File: config.mk
export PLATFORM = sky130hd
export DESIGN_NAME = day_count_to_date
export DESIGN_NICKNAME = d
export VERILOG_FILES = /design/src/rtl/dctd_pkg.sv /design/src/rtl/dctd_ctrl.sv /design/src/rtl/dctd_dp.sv /design/src/rtl/day_count_to_date.sv
export VERILOG_INCLUDE_DIRS = /design/src /design/src/rtl
export SDC_FILE = /design/constraint.sdc
export NUM_CORES = 1
export LEC_CHECK = 0
export BUFFER_PORTS_ARGS = -buffer_cell sky130_fd_sc_hd__buf_2
export CAP_MARGIN = 30
export CORE_ASPECT_RATIO = 1.1
export CORE_MARGIN = 2
export CORE_UTILIZATION = 45
export DETAILED_ROUTE_END_ITERATION = 8
export PLACE_DENSITY = 0.68
export SLEW_MARGIN = 20
export SYNTH_ARGS = -nofsm -noshare
export SYNTH_HDL_FRONTEND = slang
export SYNTH_SLANG_ARGS = --single-unit
File: constraint.sdc
create_clock -name clk_i -period 7.9 [get_ports clk_i]
set_clock_uncertainty 0.2 [all_clocks]
set_input_delay 1.58 -clock clk_i [delete_from_list [all_inputs] [get_ports clk_i]]
set_output_delay 1.58 -clock clk_i [all_outputs]
set_load 0.02 [all_outputs]
File: src/rtl/day_count_to_date_defines.svh
// Assertion macros shared by the day count to date RTL.
`ifndef DAY_COUNT_TO_DATE_DEFINES_SVH
`define DAY_COUNT_TO_DATE_DEFINES_SVH

// Same-cycle implication, checked on every rising clock edge outside reset.
`define DCTD_ASSERT_NOW(lbl, ante, cons, msg) \
  lbl: assert property (@(posedge clk_i) disable iff (!rst_ni) (ante) |-> (cons)) \
    else $error(msg);

// Next-cycle implication.
`define DCTD_ASSERT_NEXT(lbl, ante, cons, msg) \
  lbl: assert property (@(posedge clk_i) disable iff (!rst_ni) (ante) |=> (cons)) \
    else $error(msg);

`endif

File: src/rtl/dctd_pkg.sv
// Constants, types and month table for the day count to date converter.
package dctd_pkg;

  localparam int unsigned BASE_YEAR   = 1970;
  localparam int unsigned COUNT_BITS  = 16;
  localparam int unsigned DAY_COUNT_W = 16;
  localparam int unsigned OUT_YEAR_W  = 12;
  localparam int unsigned MONTH_W     = 4;
  localparam int unsigned DAY_W       = 5;

  // Highest year reachable from the widest count, plus margin.
  localparam int unsigned YEAR_SPAN = BASE_YEAR + (2 ** COUNT_BITS) / 365 + 2;
  localparam int unsigned YEAR_W    = ($clog2(YEAR_SPAN) > OUT_YEAR_W) ?
                                      $clog2(YEAR_SPAN) : OUT_YEAR_W;

  localparam int unsigned C4_INIT   = BASE_YEAR % 4;
  localparam int unsigned C100_INIT = BASE_YEAR % 100;
  localparam int unsigned C400_INIT = BASE_YEAR % 400;

  localparam int unsigned YEAR_LEN      = 365;
  localparam int unsigned LEAP_YEAR_LEN = 366;
  localparam int unsigned LEAP_FEB_LEN  = 29;

  localparam logic [MONTH_W-1:0] FEB_IDX  = MONTH_W'(1);
  localparam logic [MONTH_W-1:0] DEC_IDX  = MONTH_W'(11);

  typedef logic [COUNT_BITS-1:0] rem_t;

  typedef struct packed {
    logic load_in;
    logic step_year;
    logic step_month;
    logic load_out;
  } dctd_cmd_t;

  typedef struct packed {
    logic year_fits;
    logic month_fits;
  } dctd_sts_t;

  // Month lengths of a common year, January at index 0.
  function automatic logic [DAY_W-1:0] month_len(input logic [MONTH_W-1:0] idx);
    logic [DAY_W-1:0] len;
    case (idx)
      4'd1:                      len = 5'd28;
      4'd3, 4'd5, 4'd8, 4'd10:   len = 5'd30;
      default:                   len = 5'd31;
    endcase
    return len;
  endfunction

endpackage

File: src/rtl/dctd_ctrl.sv
// Sequencer for the year and month walks and the output handshake.
`include "day_count_to_date_defines.svh"

module dctd_ctrl (
  input  logic                clk_i,
  input  logic                rst_ni,
  input  logic                in_valid_i,
  output logic                in_stall_o,
  output logic                out_valid_o,
  input  logic                out_stall_i,
  input  dctd_pkg::dctd_sts_t sts_i,
  output dctd_pkg::dctd_cmd_t cmd_o
);
  import dctd_pkg::*;

  typedef enum logic [2:0] {
    ST_IDLE  = 3'b001,
    ST_YEAR  = 3'b010,
    ST_MONTH = 3'b100
  } state_e;

  state_e    state_q, state_d;
  logic      out_valid_q, out_valid_d;
  logic      out_free;
  dctd_cmd_t cmd;

  assign out_free = !out_valid_q || !out_stall_i;

  always_comb begin
    cmd            = '0;
    cmd.load_in    = (state_q == ST_IDLE) && in_valid_i;
    cmd.step_year  = (state_q == ST_YEAR) && !sts_i.year_fits;
    cmd.step_month = (state_q == ST_MONTH) && !sts_i.month_fits;
    // Hold the finished item until the output register is free.
    cmd.load_out   = (state_q == ST_MONTH) && sts_i.month_fits && out_free;
  end

  always_comb begin
    state_d = state_q;
    unique case (state_q)
      ST_IDLE:  if (cmd.load_in) state_d = ST_YEAR;
      ST_YEAR:  if (sts_i.year_fits) state_d = ST_MONTH;
      ST_MONTH: if (cmd.load_out) state_d = ST_IDLE;
      default:  state_d = ST_IDLE;
    endcase
  end

  assign out_valid_d = cmd.load_out || (out_valid_q && out_stall_i);

  always_ff @(posedge clk_i or negedge rst_ni) begin
    if (!rst_ni) begin
      state_q     <= ST_IDLE;
      out_valid_q <= 1'b0;
    end else begin
      state_q     <= state_d;
      out_valid_q <= out_valid_d;
    end
  end

  assign in_stall_o  = (state_q != ST_IDLE);
  assign out_valid_o = out_valid_q;
  assign cmd_o       = cmd;

  `DCTD_ASSERT_NOW(a_load_out_fits, cmd.load_out, sts_i.month_fits, "output loaded early")
  `DCTD_ASSERT_NOW(a_no_overwrite, cmd.load_out, !(out_valid_q && out_stall_i),
                   "stalled result overwritten")
  `DCTD_ASSERT_NEXT(a_year_to_month, (state_q == ST_YEAR) && sts_i.year_fits,
                    state_q == ST_MONTH, "year walk did not hand over")
  `DCTD_ASSERT_NEXT(a_load_sets_valid, cmd.load_out, out_valid_q, "result not shown")

endmodule

File: src/rtl/dctd_dp.sv
// Datapath: remaining count, year with leap counters, month index, output register.
`include "day_count_to_date_defines.svh"

module dctd_dp (
  input  logic                                  clk_i,
  input  logic                                  rst_ni,
  input  logic [dctd_pkg::DAY_COUNT_W-1:0]      day_count_i,
  input  dctd_pkg::dctd_cmd_t                   cmd_i,
  output dctd_pkg::dctd_sts_t                   sts_o,
  output logic [dctd_pkg::OUT_YEAR_W-1:0]       out_year_o,
  output logic [dctd_pkg::MONTH_W-1:0]          out_month_o,
  output logic [dctd_pkg::DAY_W-1:0]            out_day_o,
  output logic                                  bad_count_o
);
  import dctd_pkg::*;

  rem_t               rem_q, rem_d;
  logic [YEAR_W-1:0]  year_q, year_d;
  logic [1:0]         c4_q, c4_d;
  logic [6:0]         c100_q, c100_d;
  logic [8:0]         c400_q, c400_d;
  logic [MONTH_W-1:0] mon_q, mon_d;
  logic               bad_q, bad_d;

  logic [OUT_YEAR_W-1:0] oyear_q;
  logic [MONTH_W-1:0]    omonth_q;
  logic [DAY_W-1:0]      oday_q;
  logic                  obad_q;

  logic [COUNT_BITS+DAY_COUNT_W-1:0] count_ext;
  rem_t                              count_in;
  logic                              leap;
  rem_t                              ylen;
  rem_t                              mlen;

  assign count_ext = {{COUNT_BITS{1'b0}}, day_count_i};
  assign count_in  = count_ext[COUNT_BITS-1:0];

  assign leap = ((c4_q == 2'd0) && (c100_q != 7'd0)) || (c400_q == 9'd0);
  assign ylen = leap ? COUNT_BITS'(LEAP_YEAR_LEN) : COUNT_BITS'(YEAR_LEN);
  assign mlen = (leap && (mon_q == FEB_IDX)) ? COUNT_BITS'(LEAP_FEB_LEN)
                                             : COUNT_BITS'(month_len(mon_q));

  assign sts_o.year_fits  = (rem_q <= ylen);
  assign sts_o.month_fits = (rem_q <= mlen);

  always_comb begin
    rem_d  = rem_q;
    year_d = year_q;
    c4_d   = c4_q;
    c100_d = c100_q;
    c400_d = c400_q;
    mon_d  = mon_q;
    bad_d  = bad_q;
    if (cmd_i.load_in) begin
      rem_d  = count_in;
      year_d = YEAR_W'(BASE_YEAR);
      c4_d   = 2'(C4_INIT);
      c100_d = 7'(C100_INIT);
      c400_d = 9'(C400_INIT);
      mon_d  = '0;
      bad_d  = (count_in == '0);
    end else if (cmd_i.step_year) begin
      // Drop one whole year and advance the leap counters.
      rem_d  = rem_q - ylen;
      year_d = year_q + YEAR_W'(1);
      c4_d   = c4_q + 2'd1;
      c100_d = (c100_q == 7'd99) ? 7'd0 : c100_q + 7'd1;
      c400_d = (c400_q == 9'd399) ? 9'd0 : c400_q + 9'd1;
    end else if (cmd_i.step_month) begin
      rem_d = rem_q - mlen;
      mon_d = mon_q + MONTH_W'(1);
    end
  end

  always_ff @(posedge clk_i) begin
    rem_q  <= rem_d;
    year_q <= year_d;
    c4_q   <= c4_d;
    c100_q <= c100_d;
    c400_q <= c400_d;
    mon_q  <= mon_d;
    bad_q  <= bad_d;
    if (cmd_i.load_out) begin
      oyear_q  <= bad_q ? '0 : year_q[OUT_YEAR_W-1:0];
      omonth_q <= bad_q ? '0 : mon_q + MONTH_W'(1);
      oday_q   <= bad_q ? '0 : rem_q[DAY_W-1:0];
      obad_q   <= bad_q;
    end
  end

  assign out_year_o  = oyear_q;
  assign out_month_o = omonth_q;
  assign out_day_o   = oday_q;
  assign bad_count_o = obad_q;

  `DCTD_ASSERT_NOW(a_month_in_range, cmd_i.step_month, mon_q < DEC_IDX,
                   "month walk ran past December")
  `DCTD_ASSERT_NEXT(a_step_year_shrinks, cmd_i.step_year, rem_q < $past(rem_q),
                    "year step did not reduce count")

endmodule

File: src/rtl/day_count_to_date.sv
// Top level: day count, with 1 January 1970 as day 1, to year, month and day.
//
//  channel | signals                                    | direction
//  --------+--------------------------------------------+----------
//  in      | in_valid_i, in_stall_o, day_count_i        | into block
//  out     | out_valid_o, out_stall_i, out_year_o,      | out of block
//          | out_month_o, out_day_o, bad_count_o        |
//
// One item at a time: an accept step, then the year walk, one subtraction per cycle,
// removing one whole year each time, then the month walk removing one month each time,
// then the load into the output register.
// Reset clears the sequencer and output valid; no clearing pass.
// A stalled result holds in the output register; the next item is taken and walked,
// then waits at the end of its month walk until the register frees up.
module day_count_to_date (
  input  logic                             clk_i,
  input  logic                             rst_ni,
  input  logic                             in_valid_i,
  output logic                             in_stall_o,
  input  logic [dctd_pkg::DAY_COUNT_W-1:0] day_count_i,
  output logic                             out_valid_o,
  input  logic                             out_stall_i,
  output logic [dctd_pkg::OUT_YEAR_W-1:0]  out_year_o,
  output logic [dctd_pkg::MONTH_W-1:0]     out_month_o,
  output logic [dctd_pkg::DAY_W-1:0]       out_day_o,
  output logic                             bad_count_o
);
  import dctd_pkg::*;

  dctd_cmd_t cmd;
  dctd_sts_t sts;

  dctd_ctrl u_ctrl (
    .clk_i       (clk_i),
    .rst_ni      (rst_ni),
    .in_valid_i  (in_valid_i),
    .in_stall_o  (in_stall_o),
    .out_valid_o (out_valid_o),
    .out_stall_i (out_stall_i),
    .sts_i       (sts),
    .cmd_o       (cmd)
  );

  dctd_dp u_dp (
    .clk_i       (clk_i),
    .rst_ni      (rst_ni),
    .day_count_i (day_count_i),
    .cmd_i       (cmd),
    .sts_o       (sts),
    .out_year_o  (out_year_o),
    .out_month_o (out_month_o),
    .out_day_o   (out_day_o),
    .bad_count_o (bad_count_o)
  );

endmodule
==> results of run 1 <==
where the power goes:
group / internal, µW / switching, µW / total (µW)
clock network: 138 / 160 / 298
registers: 548 / 114 / 663
logic: 232 / 355 / 587
total: 918 / 630 / 1550
state kept, by name (all words and copies together), names as in the netlist, 2 cells and up:
| register | cells |
|---|---|
| u_dp.c4_q | 2 |
| u_dp.out_year_o | 12 |
| u_dp.out_month_o | 4 |
| u_dp.c100_q | 7 |
| u_dp.c400_q | 9 |
| u_dp.out_day_o | 5 |
| u_dp.year_q | 12 |
| u_dp.rem_q | 16 |
| u_ctrl.state_q | 3 |
| u_dp.mon_q | 4 |
routing by layer:
metal	track usage, %	vias up
met3	3.53	21
met2	28.6	108
met4	7.24	0
li1	-	1643
met1	24.9	1538
met5	0	-
worst paths after layout:
path / startpoint / end / slack, ns
setup reg to reg: u_dp.c400_q[4] / u_dp.rem_q[5] / 3.75
min in group asynchronous: rst_ni / u_ctrl.state_q[2] / 0.82
hold reg to reg: u_dp.c4_q[1] / u_dp.c4_q[1] / 0.31
max in group asynchronous: rst_ni / u_ctrl.state_q[0] / 6.48
setup / recovery: u_dp.c400_q[4] / u_dp.rem_q[5] / 3.75
hold / removal: u_dp.c4_q[1] / u_dp.c4_q[1] / 0.31
worst max-delay path: cells and delay by family, from the launching register on:
kind                     cells  cell delay [ns]
AND/OR/NAND/NOR              7             2.28
AO/OA/AOI/OAI                2             0.60
adder cells (fa/ha/maj)      1             0.34
flip-flops                   1             0.37
layout make-up:
type / instances / area, µm² / share of cell area (%)
multi-input cells: 326 / 2060 / 44.1
repair buffers: 47 / 249 / 5.33
inverters: 18 / 67.6 / 1.45
flip-flops and latches: 77 / 1950 / 41.8
well taps: 114 / 143 / 3.05
clock inverters: 6 / 52.6 / 1.12
clock buffers: 10 / 149 / 3.19
stage by stage:
stage               cell area, µm²  std cells
floorplan                     4150        440
global placement              4460        581
detailed placement            4470        582
CTS                           4670        598
global route                  4670        598
finish                        4670        598
kinds of logic after synthesis:
logic type	count (synthesis)	share of synthesized area, %
adder cells (fa/ha/maj)	14	4.40
XOR/XNOR	35	7.38
buffers and inverters	37	3.49
flip-flops	77	47.0
AND/OR/NAND/NOR	190	22.9
multiplexers	7	1.75
AO/OA/AOI/OAI	80	13.1
placed cells by master, fill, tap and decap left out, drive strengths merged, types with 11 or more instances in the layout:
| cell | n |
|---|---|
| a21oi | 13 |
| buf | 47 |
| dfxtp | 34 |
| edfxtp | 39 |
| ha | 13 |
| inv | 21 |
| nand2 | 54 |
| nand3 | 13 |
| nand4 | 11 |
| nor2 | 43 |
| nor2b | 16 |
| nor3 | 19 |
| o21ai | 27 |
| xnor2 | 19 |
| xor2 | 16 |
==> results by group, run 1 <==
Status
  – Status: finished clean

Yosys
  – Ys async rst share: 5.19%
  – Mean Syn Cell Area: 9.44 µm²
  – Yosys cell types: 58
  – Ys Warns: 0
  – Count leader, synth: nand2_1
  – Post-Syn Nets: 474
  – Yosys top cell area share: 28.2%
  – #FFs+latches synth: 77
  – Ys flop type: edfxtp_1
  – Post-synth top area cell: edfxtp_1
  – Sequential fraction of the synthesis area: 47.0%
  – Gate Count Post-Synth: 440
  – Synth area leaders: edfxtp_1 (28%), dfxtp_1 (16%), nand2_1 (4.9%)
  – Top cells by count, synth: nand2_1 (54), nor2_1 (43), edfxtp_1 (39), dfxtp_1 (34), o21ai_0 (26)
  – EDFF count, synth: 39
  – Synth Cell Area: 4150 µm²

Floorplan
  – Row count: 36
  – Core box area: 8920 µm²
  – DIE WIDTH: 95.6 µm
  – Die H: 105 µm
  – Starting Density: 46.6%
  – # IOs: 44
  – Die ar.: 10,000 µm²

Routing
  – Via density: 5.54
  – WL met1: 4090 µm
  – Routed wire length: 8780 µm
  – DR vias: 3,310
  – DR WL met3: 479 µm
  – Number of nets with antenna violations after routing: 0
  – Avg WL per Cell: 14.7 µm
  – # DRC: 0
  – Drt pass-1 iters: 5
  – First DRT Iteration DRCs: 182
  – WL met2: 4020 µm
  – Highest Signal Layer: met4

Cells and area
  – Fin util: 52.4%
  – Area grow syn2layout: 12.5%
  – Fraction of layout cells with a size suffix above 1: 16.3%
  – # fillers: 792
  – # nets final: 513
  – Diodes inserted: 0

Worst setup path
  – Data required, critical path: 7.69 ns
  – Max stage delay on crit path: 0.69 ns
  – Crit Path Max Fanout: 16
  – Critical-path cell list: nor3_1, nand4b_1, and2_1, a211oi_1, fa_1, nand3_1, a21oi_1, nor3_1, nor2b_1, or3_1
  – CP arrival: 3.94 ns
  – Startpoint Class: flop
  – CP max stage cell: or3_1
  – Crit path capture type: flop
  – R2R depth: 10
  – Critical Path Most Common Cell: nor3_1
  – Worst Setup Path Type: reg -> reg

Timing
  – Setup violations, final: 0
  – Crit path time final: 4.15 ns
  – Max Slew Vio Count: 0
  – RSZ-0062 raised after global routing: false
  – Final Hold Vio Count: 0
  – Worst Tran Pin Value: 0.777 ns
  – Slack of the critical path: 3.75 ns
  – Final period util: 52.6%
  – Fin Setup TNS: 0 ns
  – Worst slew margin: 48.2%
  – Hold_ws: 0.315 ns
  – Maximum operating frequency: 241 MHz

Hold path
  – WHS Path Cells: 2
  – Hold Crit Class: reg -> reg

Global route
  – Total grt overflow: 0
  – Total track usage: 18.4%
  – Initial antenna violation count: 0
  – First-pass GRT wire length: 14,400 µm
  – Largest net degree at the start of global routing: 33
  – Vias in the first global route: 3,022

CTS
  – CTS clk-pin slew, worst paths: 0.08 ns
  – CTS Hold Bufs: 0
  – # resized after CTS: 0
  – Clk root buf: clkbuf_8
  – Clk buf depth: 2
  – H-Tree Depth: 3
  – Post-CTS Repair Setup Buffers: 0
  – Clk sinks: 77
  – CTS tree: built
  – Worst-Skew Late Latency: 0.36 ns
  – Total CTS buffers: 9

Power and ir drop
  – Total power: 1550 µW
  – P_leak: 0.00175 µW
  – IR Drop Worst-Case VDD: 0.182 mV
  – Pwr Density: 331 nW/µm²

Placed design
  – HPWL Detailed: 6170 µm
  – RD Place Congestion: 0.866
  – Port Buf Inserts: 43
  – Worst slack, placed: 3.76 ns

Job
  – Total of max-cap violations: 0
(Power assumes the default switching activity.)
==> inputs of run 2 (changes only) <==
PLACE_DENSITY = 0.7   (was 0.68)
clock period = 3.5 ns   (was 7.9 ns; I/O delays follow)
==> results by group, run 2 (synthesis results as in run 1) <==
Status
  – Status: finished clean (unchanged)

Timing
  – Crit path time final: 3.36 ns (was 4.15 ns)
  – Worst slew margin: 57.0% (was 48.2%)
  – Maximum operating frequency: 298 MHz (was 241 MHz)
  – Worst Tran Pin Value: 0.645 ns (was 0.777 ns)
  – Setup violations, final: 0 (unchanged)
  – Final Hold Vio Count: 0 (unchanged)
  – Slack of the critical path: 0.141 ns (was 3.75 ns)
  – Max Slew Vio Count: 0 (unchanged)
  – Final period util: 96.0% (was 52.6%)
  – Hold_ws: 0.310 ns (was 0.315 ns)

Worst setup path
  – Worst Path Buf+Inv: 2 (was 0)
  – Delay-heaviest family, CP: simple AND/OR/NAND/NOR gates (unchanged)
  – Worst Setup SP: u_dp.c400_q[5] (was u_dp.c400_q[4])
  – CP arrival: 3.28 ns (was 3.94 ns)
  – Critical Path Most Common Cell: buf_4 (was nor3_1)
  – Critical-path cell list: nor3_2, nand4b_1, buf_4, and2_1, a211oi_2, ha_1, a21o_1, and3_1, nor3_1, buf_4, o21ai_1, xnor2_1, mux2_2 (was nor3_1, nand4b_1, and2_1, a211oi_1, fa_1, nand3_1, a21oi_1, nor3_1, nor2b_1, or3_1)
  – Crit Path Max Fanout: 5 (was 16)
  – Data required, critical path: 3.42 ns (was 7.69 ns)
  – Max stage delay on crit path: 0.36 ns (was 0.69 ns)
  – CP max stage cell: dfxtp_1 (was or3_1)
  – Startpoint Class: flop (unchanged)
  – Worst r2r src: u_dp.c400_q[5] (was u_dp.c400_q[4])
  – Crit path capture type: flop (unchanged)
  – Worst Setup Path Type: reg -> reg (unchanged)

CTS
  – CTS clk-pin slew, worst paths: 0.09 ns (was 0.08 ns)
  – Worst-Skew Late Latency: 0.36 ns (about the same)
  – CTS tree: built (unchanged)
  – H-Tree Depth: 3 (unchanged)
  – Total CTS buffers: 9 (unchanged)
  – Clk root buf: clkbuf_8 (unchanged)
  – Clk buf depth: 2 (unchanged)
  – Clk sinks: 77 (unchanged)

Placed design
  – Worst slack, placed: 0.111 ns (was 3.76 ns)
  – Placement Cell Area: 4630 µm² (was 4470 µm²)
  – RD Place Congestion: 0.879 (was 0.866)
  – HPWL Detailed: 6440 µm (was 6170 µm)
  – Port Buf Inserts: 43 (unchanged)

Global route
  – Initial antenna violation count: 0 (unchanged)
  – Total track usage: 18.5% (was 18.4%)
  – Vias in the first global route: 3,137 (was 3,022)
  – Total grt overflow: 0 (unchanged)
  – Largest net degree at the start of global routing: 32 (was 33)
  – First-pass GRT wire length: 14,700 µm (was 14,400 µm)

Routing
  – Avg WL per Cell: 14.7 µm (about the same)
  – # DRC: 0 (unchanged)
  – Number of nets with antenna violations after routing: 0 (unchanged)
  – First DRT Iteration DRCs: 159 (was 182)
  – Drt pass-1 iters: 5 (unchanged)
  – Routed wire length: 9210 µm (was 8780 µm)
  – DR vias: 3,486 (was 3,310)
  – Via density: 5.56 (was 5.54)

Cells and area
  – # fillers: 793 (was 792)
  – # nets final: 542 (was 513)
  – FF+latch area: 1960 µm² (was 1950 µm²)
  – Commonest non-fill, non-tap cell in the layout: nand2_1 (unchanged)
  – Area of the multi-input gates: 2100 µm² (was 2060 µm²)
  – Diodes inserted: 0 (unchanged)
  – Largest register FFs: 16 (unchanged)
  – Fraction of layout cells with a size suffix above 1: 24.4% (was 16.3%)
  – Area grow syn2layout: 20.4% (was 12.5%)
  – Commonest non-fill, non-tap cells in the layout: nand2_1 (52), nor2_1 (43), buf_2 (43) (was nand2_1 (54), nor2_1 (43), buf_2 (43))
  – Final instance area: 5000 µm² (was 4670 µm²)
  – Most flop-heavy register: u_dp.rem_q (unchanged)

Floorplan
  – # IOs: 44 (unchanged)
  – DIE WIDTH: 95.6 µm (unchanged)
  – Die ar.: 10,000 µm² (unchanged)
  – Die H: 105 µm (unchanged)
  – Starting Density: 46.6% (unchanged)
  – Row count: 36 (unchanged)
  – Core box area: 8920 µm² (unchanged)

Power and ir drop
  – IR Drop Worst-Case VDD: 0.389 mV (was 0.182 mV)
  – P_leak: 0.00191 µW (was 0.00175 µW)
  – Pwr Density: 726 nW/µm² (was 331 nW/µm²)

Job
  – Total of max-cap violations: 0 (unchanged)

Hold path
  – Hold Crit Class: reg -> reg (unchanged)
  – Worst hold start: u_dp.c4_q[1] (unchanged)
[run 2: cell type report]
type                    instances  area share, %
multi-input cells             326           42.1
clock inverters                 7           1.30
clock buffers                   9           2.48
flip-flops and latches         77           39.3
repair buffers                 76           10.7
well taps                     114           2.85
inverters                      18           1.35
[run 2: final timing paths]
check	endpoint	slack, ns	depth (start not counted)
hold / removal	u_dp.c4_q[1]	0.31	2
min in group asynchronous	u_ctrl.state_q[2]	0.47	2
setup / recovery	u_dp.rem_q[11]	0.14	13
setup reg to reg	u_dp.rem_q[11]	0.14	13
hold reg to reg	u_dp.c4_q[1]	0.31	2
max in group asynchronous	u_ctrl.state_q[0]	2.42	2
[run 2: metal layers]
layer	part of all wire (%)	global-route usage, %	up-vias	wire length [µm]
li1	-	-	1704	-
met1	44	25.0	1662	4100
met2	49	28.6	105	4470
met3	5.0	3.39	15	458
met4	1.9	8.27	0	176
met5	0	0	-	0
[run 2: per-stage QoR]
stage	utilization [%]	cells	power, µW	TNS (ns)
after floorplan	-	440	2480	0
after global placement	51.9	601	2880	0
after detailed placement	51.9	601	2920	0
after CTS	54.1	618	3570	0
after global routing	56.0	627	3900	-0.0308
final	56.0	627	3630	0
[run 2: where the power goes]
part,internal [µW],switching [µW],total (µW)
registers,1240,256,1500
clock network,274,372,647
logic,634,846,1480
total,2150,1470,3630
[run 2: timing repair]
item                                    4_1_cts  5_1_grt
resized for setup                             0       23
endpoints found under the setup margin        0       47
buffers inserted                              0        6
hold buffers                                  1        0
hold endpoints to repair                      3        0
[run 2: tightest hold or removal path, delay by kind of cell, from the launching register on]
family | cells | cell delay [ns]
flip-flops | 1 | 0.31
buffers and inverters | 1 | 0.07
AO/OA/AOI/OAI | 1 | 0.09
